`src/hw/rtl/psds_pkg.sv`:
```
// ============================================================================
// psds_pkg: shared types for the point slot table
// Transaction structs, request and status codes, and the per-cell control word
// that the top level broadcasts to the row of slot cells.
// ============================================================================
package psds_pkg;

    typedef enum logic [3:0] {
        OP_ADD_TOP = 4'd0,
        OP_REM_TOP = 4'd1,
        OP_ADD_BOT = 4'd2,
        OP_REM_BOT = 4'd3,
        OP_COUNT   = 4'd4,
        OP_ROTATE  = 4'd5,
        OP_CLEAR   = 4'd6,
        OP_SORT    = 4'd7,
        OP_READ    = 4'd8
    } op_t;

    typedef enum logic [1:0] {
        STATUS_DONE  = 2'd0,
        STATUS_FULL  = 2'd1,
        STATUS_EMPTY = 2'd2
    } status_t;

    typedef enum logic [1:0] {
        ST_IDLE,
        ST_DIST,
        ST_SORT
    } state_t;

    typedef enum logic [3:0] {
        CELL_HOLD,
        CELL_ADD_TOP,
        CELL_REM_TOP,
        CELL_ADD_BOT,
        CELL_REM_BOT,
        CELL_ROTATE,
        CELL_CLEAR,
        CELL_DIST,
        CELL_SWAP
    } cell_op_t;

    typedef struct packed {
        cell_op_t op;
        logic     odd_phase;
    } cell_ctl_t;

    typedef struct packed {
        logic [3:0]         req_type;
        logic signed [15:0] coord_x;
        logic signed [15:0] coord_y;
        logic signed [15:0] coord_z;
        logic [3:0]         slot_index;
    } req_t;

    typedef struct packed {
        logic [1:0]         status;
        logic [4:0]         point_count;
        logic               slot_present;
        logic signed [15:0] slot_x;
        logic signed [15:0] slot_y;
        logic signed [15:0] slot_z;
    } rsp_t;

endpackage

```
`src/hw/rtl/psds_cell.sv`:
```
// ============================================================================
// psds_cell: one slot of the point table
// Holds a present flag, a point and its squared distance. Talks to its lower
// and upper neighbors through ripple chains and content exchange.
// ============================================================================
module psds_cell #(
    parameter int CB        = 16,
    parameter int DW        = 32,
    parameter bit IDX_ODD   = 1'b0,
    parameter bit IS_BOTTOM = 1'b0,
    parameter bit IS_TOP    = 1'b0
) (
    input  logic                clk,
    input  logic                rst_n,
    input  psds_pkg::cell_ctl_t ctl,
    input  logic [3*CB-1:0]     new_pt,
    // Neighbor contents.
    input  logic                below_v,
    input  logic [3*CB-1:0]     below_pt,
    input  logic [DW-1:0]       below_d,
    input  logic                above_v,
    input  logic [3*CB-1:0]     above_pt,
    input  logic [DW-1:0]       above_d,
    // Ripple chains.
    input  logic                free_below_in,
    output logic                free_below_out,
    input  logic                valid_below_in,
    output logic                valid_below_out,
    input  logic                valid_above_in,
    output logic                valid_above_out,
    input  logic                hole_in,
    output logic                hole_out,
    input  logic                move_in,
    output logic                move_out,
    input  logic                swap_in,
    output logic                swap_out,
    // Own contents.
    output logic                v,
    output logic [3*CB-1:0]     pt,
    output logic [DW-1:0]       d
);

    logic              v_reg, v_next;
    logic [3*CB-1:0]   pt_reg, pt_next;
    logic [DW-1:0]     d_reg, d_next;
    logic signed [CB-1:0]   px, py, pz;
    logic signed [2*CB-1:0] sx, sy, sz;
    logic              pair_act;

    assign px = pt_reg[3*CB-1:2*CB];
    assign py = pt_reg[2*CB-1:CB];
    assign pz = pt_reg[CB-1:0];
    assign sx = px * px;
    assign sy = py * py;
    assign sz = pz * pz;

    assign pair_act = (IDX_ODD == ctl.odd_phase);

    assign free_below_out  = free_below_in | ~v_reg;
    assign valid_below_out = valid_below_in | v_reg;
    assign valid_above_out = valid_above_in | v_reg;
    assign hole_out        = ~v_reg | hole_in;
    assign move_out        = v_reg & hole_in;
    assign swap_out        = !IS_TOP && (ctl.op == psds_pkg::CELL_SWAP) && pair_act &&
                             ((!v_reg && above_v) || (v_reg && above_v && d_reg > above_d));

    always_comb
    begin
        v_next  = v_reg;
        pt_next = pt_reg;
        d_next  = d_reg;
        unique case (ctl.op)
            psds_pkg::CELL_ADD_TOP:
            begin
                if (!v_reg && !free_below_in)
                begin
                    v_next  = 1'b1;
                    pt_next = new_pt;
                end
            end
            psds_pkg::CELL_REM_TOP:
            begin
                if (v_reg && !valid_above_in)
                    v_next = 1'b0;
            end
            psds_pkg::CELL_REM_BOT:
            begin
                if (v_reg && !valid_below_in)
                    v_next = 1'b0;
            end
            psds_pkg::CELL_ADD_BOT:
            begin
                if (IS_BOTTOM)
                begin
                    v_next  = 1'b1;
                    pt_next = new_pt;
                end
                else if (move_in)
                begin
                    v_next  = below_v;
                    pt_next = below_pt;
                end
                else if (move_out)
                    v_next = 1'b0;
            end
            psds_pkg::CELL_ROTATE:
            begin
                v_next  = above_v;
                pt_next = above_pt;
            end
            psds_pkg::CELL_CLEAR:
            begin
                v_next  = 1'b0;
                pt_next = '0;
            end
            psds_pkg::CELL_DIST:
            begin
                d_next = DW'(unsigned'(sx)) + DW'(unsigned'(sy)) + DW'(unsigned'(sz));
            end
            psds_pkg::CELL_SWAP:
            begin
                if (swap_out)
                begin
                    v_next  = above_v;
                    pt_next = above_pt;
                    d_next  = above_d;
                end
                else if (swap_in)
                begin
                    v_next  = below_v;
                    pt_next = below_pt;
                    d_next  = below_d;
                end
            end
            psds_pkg::CELL_HOLD:
            begin
            end
            default:
            begin
            end
        endcase
    end

    always_ff @(posedge clk or negedge rst_n)
    begin
        if (!rst_n)
            v_reg <= 1'b0;
        else
            v_reg <= v_next;
    end

    always_ff @(posedge clk)
    begin
        pt_reg <= pt_next;
        d_reg  <= d_next;
    end

    assign v  = v_reg;
    assign pt = pt_reg;
    assign d  = d_reg;

endmodule

```
`config.mk`:
```
export PLATFORM = sky130hd
export DESIGN_NAME = psds_cell
export DESIGN_NICKNAME = d
export VERILOG_FILES = /design/src/hw/rtl/psds_pkg.sv /design/src/hw/rtl/psds_cell.sv
export SDC_FILE = /design/constraint.sdc
export NUM_CORES = 2
export LEC_CHECK = 0
export BUFFER_PORTS_ARGS = -buffer_cell sky130_fd_sc_hd__buf_2
export CAP_MARGIN = 0
export CELL_PAD_IN_SITES_DETAIL_PLACEMENT = 0
export CELL_PAD_IN_SITES_GLOBAL_PLACEMENT = 2
export CORE_ASPECT_RATIO = 0.8
export CORE_MARGIN = 3
export CORE_UTILIZATION = 36
export DETAILED_ROUTE_END_ITERATION = 8
export MAX_ROUTING_LAYER = met4
export PLACE_DENSITY_LB_ADDON = 0.1
export SYNTH_ARGS = -nofsm -noshare
export SYNTH_HDL_FRONTEND = slang
export SYNTH_SLANG_ARGS = --single-unit
```
`constraint.sdc`:
```
create_clock -name clk -period 8.2 [get_ports clk]
set_clock_uncertainty 0.2 [all_clocks]
set_input_delay 1.64 -clock clk [delete_from_list [all_inputs] [get_ports clk]]
set_output_delay 1.64 -clock clk [all_outputs]
set_load 0.01 [all_outputs]
```
### After elaboration in Yosys (flattened, before gate mapping)

Index checks and enable logic that the tools add are counted.

| word-level totals | value |
|---|---|
| register bits | 81 |
| input port bits | 223 |
| output and inout port bits | 87 |
| word-level logic and storage cells | 65 |

| operators by class | value |
|---|---|
| add/subtract/negate cells | 2 |
| multiply operators | 3 |
| order comparisons | 1 |
| eq/ne operators | 14 |
| mux-type cells | 16 |
| bitwise operators | 7 |
| reduce and logical (&&, ||, !) cells | 19 |

Operator list:

| operator | count |
|---|---|
| case mux 48 bit (5 select lines) | 1 |
| two-way mux 48 bit | 4 |
| multiplier 16 x 16 -> 32 bit | 3 |
| adder 32 bit | 2 |
| two-way mux 32 bit | 2 |
| case mux 32 bit (2 select lines) | 1 |
| > comparator 32 bit | 1 |
| == test 4 x 3 -> 1 bit, second input constant | 4 |
| == test 4 x 2 -> 1 bit, second input constant | 2 |
| logical AND 1 bit | 8 |
| != test 2 bit, second input constant | 4 |
| two-way mux 1 bit | 7 |
| case mux 1 bit (7 select lines) | 1 |
| nonzero test 7 bit | 1 |
| != test 3 bit, second input constant | 2 |
| AND reduction 6 bit | 1 |
| nonzero test 5 bit | 1 |
| == test 4 x 1 -> 1 bit, second input constant | 1 |
| == test 4 bit, second input constant | 1 |
| zero test 1 bit | 4 |
| bitwise OR 1 bit | 4 |
| AND reduction 4 bit | 1 |
| NOT 1 bit | 2 |
| AND reduction 2 bit | 1 |
| 3 further kinds | 3 |

### Depth between registers and ports, before layout

| logic depth | value |
|---|---|
| word-level depth | 6 |
| gate-level depth with buffers | 32 |
| depth with buffers taken out | 29 |

### Least setup slack after synthesis

No wires, ideal clock.

| timing | value |
|---|---|
| path kind | register to register |
| start | reg pt_reg[0], in the netlist pt[0] |
| end | reg d_reg[30], in the netlist d[30], data pin |
| library setup time | 0.275 ns |
| data arrival time | 7.998 ns |
| required time | 7.725 ns |
| path slack | -0.273 ns |
| cell stages (with the launch flop) | 28 |
| path buffers | 2 |
| period minus slack after synthesis | 8.473 ns |
| cells stage by stage | edfxtp_1 -> clkbuf_1 -> nand2_1 -> fa_1 -> fa_1 -> inv_1 -> fa_1 -> inv_1 -> fa_1 -> inv_1 -> fa_1 -> fa_1 -> fa_1 -> fa_1 -> inv_1 -> fa_1 -> inv_1 -> ha_1 -> clkbuf_1 -> a21o_1 -> a21o_1 -> a21oi_1 -> o22ai_1 -> a211o_1 -> a221oi_1 -> o41ai_1 -> xnor2_1 -> o221ai_1 |

| between the ends | value |
|---|---|
| cells in the longest elaborated chain, start to end | 3 |

RTL lines:

| what | line | source |
|---|---|---|
| from (decl) | psds_cell.sv:44 | `logic [3*CB-1:0] pt_reg, pt_next;` |
| from (signal assigned) | psds_cell.sv:154 | `pt_reg <= pt_next;` |
| multiplier 16 x 16 -> 32 bit | psds_cell.sv:55 | `assign sz = pz * pz;` |
| adder 32 bit | psds_cell.sv:118 | `d_next = DW'(unsigned'(sx)) + DW'(unsigned'(sy)) + DW'(unsigned'(sz));` |
| case mux 32 bit (2 select lines) | psds_cell.sv:72 | `unique case (ctl.op)` |
| net d_next[30] | psds_cell.sv:45 | `logic [DW-1:0] d_reg, d_next;` |
| to (signal assigned) | psds_cell.sv:155 | `d_reg <= d_next;` |
| to (decl) | psds_cell.sv:45 |  |

The timed path passes the listed nets, and every way through them passes these cells.
A chain may end at the register's enable or synchronous reset.

### Final worst setup path

| timing | value |
|---|---|
| start | reg pt_reg[7], in the netlist pt[7] |
| end | reg d_reg[28], in the netlist d[28], data pin |

The elaborated chain is that of the path after synthesis.

==> flow_summary.toml <==
[routing]
wl_per_cell_um = 21.1
first_pass_iters = 5
routed_wl_um = 107000
num_vias = 23242
drt_iter0_markers = 1381
final_antenna_net_count = 0
drc = 0
avgViaCountPerCell = 4.59

[worst_setup_path]
crit_path_end = "d[28]$_DFFE_PP_"
worst_path_dominant_cell_family = "adder cells"
cpPeakStageDelay_ps = 600
cp_max_fo = 5
r2r_setup_slack_ps = -80
crit_slowest_cell = "fa_1"
cpMostUsedCell = "fa_1"
worstSetupEndpointType = "flip-flop"
arrival_ps = 8230
crit_buf_inv = 9
worstPathRequired_ps = 8150
worstSetupStartpointType = "flip-flop"
r2r_start = "pt[7]$_DFFE_PP_"
path_class = "flip-flop to flip-flop"
worstSetupPathDepth = 28
r2r_end = "d[28]$_DFFE_PP_"
r2r_cells = 28
startpoint = "pt[7]$_DFFE_PP_"

[clocking]
hold_buffers = 0
cts-root-buf = "clkbuf_16"
clk-insertion-delay-late_ps = 410
cts_buffers = 9
cts_buffer_depth = 2
tritoncts = "built"
h-tree-depth = 3
clock_sinks = 81
path_clk_slew_ps = 90

[sta]
min_period_over_period_pct = 101
setup_viol = 3
slew_violations = 0
worst_slew_pin_slew_ps = 1230
fin_ws_ps = -79.4
fmax_mhz = 121
fin_hold_ws_ps = 699
slew_headroom_pct = 18.2
fin_crit_ps = 8280
rsz0062_at_grt = "yes"
hold_viol = 0

[place]
io_buffers = 309
dpl-instance-area_um2 = 37700
gp_congestion = 0.932
hpwl_um = 94900

[logic_synthesis]
yosys_warnings = 0
synth_commonest_cells = "1059 x inv_1, 817 x fa_1, 238 x ha_1"
syn-cell-area_um2 = 31800
syn_area_per_cell_um2 = 9.78
ys_types = 58
synth.most_common_cell = "inv_1"
synth-seq-cells = 81
synth_top_cell_area_share_pct = 51.5
synth.top_cells.by_area = "fa_1 51%, inv_1 13%, ha_1 9.4%, edfxtp_1 7.6%, and2_1 4.2%"
async_flop_share_pct = 1.23
synth_ff_type = "edfxtp_1"
yosysSeqAreaShare_pct = 7.64
synth_edf_count = 80
synth_cells = 3249
synth_nets = 4527
synth_top_cell_by_area = "fa_1"

[floorplanning]
core_um2 = 86600
die_width_um = 338
rows = 96
die_area_um2 = 91900
pin_count = 310
die_y_um = 272
start_util_pct = 36.7

[hold_path]
min_path_type = "flip-flop to flip-flop"
min_path_cells = 1

[layout]
multi_input_area_um2 = 25600
largest_register_ff_count = 48
fillCellCount = 8466
syn_to_final_growth_pct = 22.9
design_area_um2 = 39000
finalNetCount = 5165
drive_above_1_share_pct = 23.6
seqCellArea_um2 = 2430

[grt]
antenna_found_initial = 7
grt_max_degree = 49
track_usage_pct = 24.9
grt_pass1_wl_um = 164000
grt_pass1_vias = 25919
grt_overflow = 0

[status]
violations = "negative setup slack"
status = "finished with violations"

[job]
max-cap-violations = 0
==> worst reg2reg max path: cells and delay by family, from the launching register on <==
| kind | cells | cell delay (ps) |
|---|---|---|
| adders and majority gates | 10 | 4900 |
| AOI/OAI and AO/OA | 6 | 1070 |
| muxes | 1 | 100 |
| and+or+nand+nor | 1 | 90 |
| xor gates and xnor gates | 1 | 190 |
| DFF | 1 | 540 |
| buffers and inverters | 9 | 930 |
==> cell type report <==
cell class                 count  share of cell area, %
antenna                        1                0.00641
timing repair buffer         725                   13.2
clock buffer                   9                  0.577
inverter                    1065                   10.3
multi-input combinational   2005                   65.7
sequential                    81                   6.22
tap                         1176                   3.77
clock inverter                 7                  0.276
==> per-stage QoR <==
| stage | cells | utilization [%] | setup TNS (ps) | worst slack (ps) |
|---|---|---|---|---|
| floorplan | 3249 | - | 0 | 10.3 |
| global placement | 5017 | 43.6 | -1480 | -306 |
| detailed placement | 5017 | 43.6 | -1050 | -277 |
| CTS | 5062 | 44.7 | -15.8 | -15.8 |
| global route | 5069 | 45.1 | -1620 | -300 |
| finish | 5069 | 45.1 | -118 | -79.4 |
==> routing by layer <==
| metal | vias to the layer above | GRT usage (%) | routed length, um |
|---|---|---|---|
| li1 | 10696 | - | - |
| met1 | 11961 | 39.6 | 55900 |
| met2 | 547 | 33.3 | 42700 |
| met3 | 38 | 5.09 | 7280 |
| met4 | 0 | 2.53 | 875 |
| met5 | - | - | 0 |
==> timing repair <==
item                       CTS  global route
gates resized for setup    124            66
pin swaps                   78            27
setup buffers               29             6
gates cloned                 0             0
setup endpoints to repair   11            16
hold endpoints to repair     0             0
==> worst min-delay path by stage <==
stage | startpoint | to | slack (ps)
CTS | v$_DFFE_PN0P_ | v$_DFFE_PN0P_ | 700
detailed placement | v$_DFFE_PN0P_ | v$_DFFE_PN0P_ | 690
floorplan | v$_DFFE_PN0P_ | v$_DFFE_PN0P_ | 500
global route | v$_DFFE_PN0P_ | v$_DFFE_PN0P_ | 720
finish | v$_DFFE_PN0P_ | v$_DFFE_PN0P_ | 700
global placement | v$_DFFE_PN0P_ | v$_DFFE_PN0P_ | 680
==> placed cells by master, fill, tap and decap left out, types with 12 or more instances in the layout <==
cell / Yosys / final
a221o_1: 49 / 49
and2_1: 211 / 199
xor2_1: 18 / 15
xnor2_1: 60 / 57
buf_2: 9 / 309
buf_4: 0 / 362
fa_2: 0 / 48
inv_2: 5 / 25
nand2_2: 0 / 13
fa_1: 817 / 769
a21o_1: 29 / 28
a21oi_1: 77 / 68
nand2_1: 227 / 212
nand2b_1: 16 / 16
and2_4: 0 / 12
o21ai_1: 20 / 22
ha_4: 0 / 12
buf_12: 0 / 32
nor3_1: 37 / 36
ha_1: 238 / 222
buf_6: 0 / 22
inv_1: 1059 / 1037
nor2_1: 61 / 47
edfxtp_1: 80 / 80
nor2b_1: 35 / 34
==> cell families (layout without fill, tap and decap cells) <==
family | Yosys count | in the layout | share of synthesized area (%)
muxes | 12 | 12 | 0.390
adders and majority gates | 1055 | 1055 | 60.9
other | 0 | 1 | 0
xor gates and xnor gates | 78 | 78 | 2.15
and+or+nand+nor | 626 | 626 | 9.94
DFF | 81 | 81 | 7.64
AOI/OAI and AO/OA | 234 | 234 | 5.23
buffers and inverters | 1163 | 1806 | 13.8
Power is left out: the tool's default activity adds up to more than one toggle a clock period on the data nets, which glitch-free logic cannot reach.
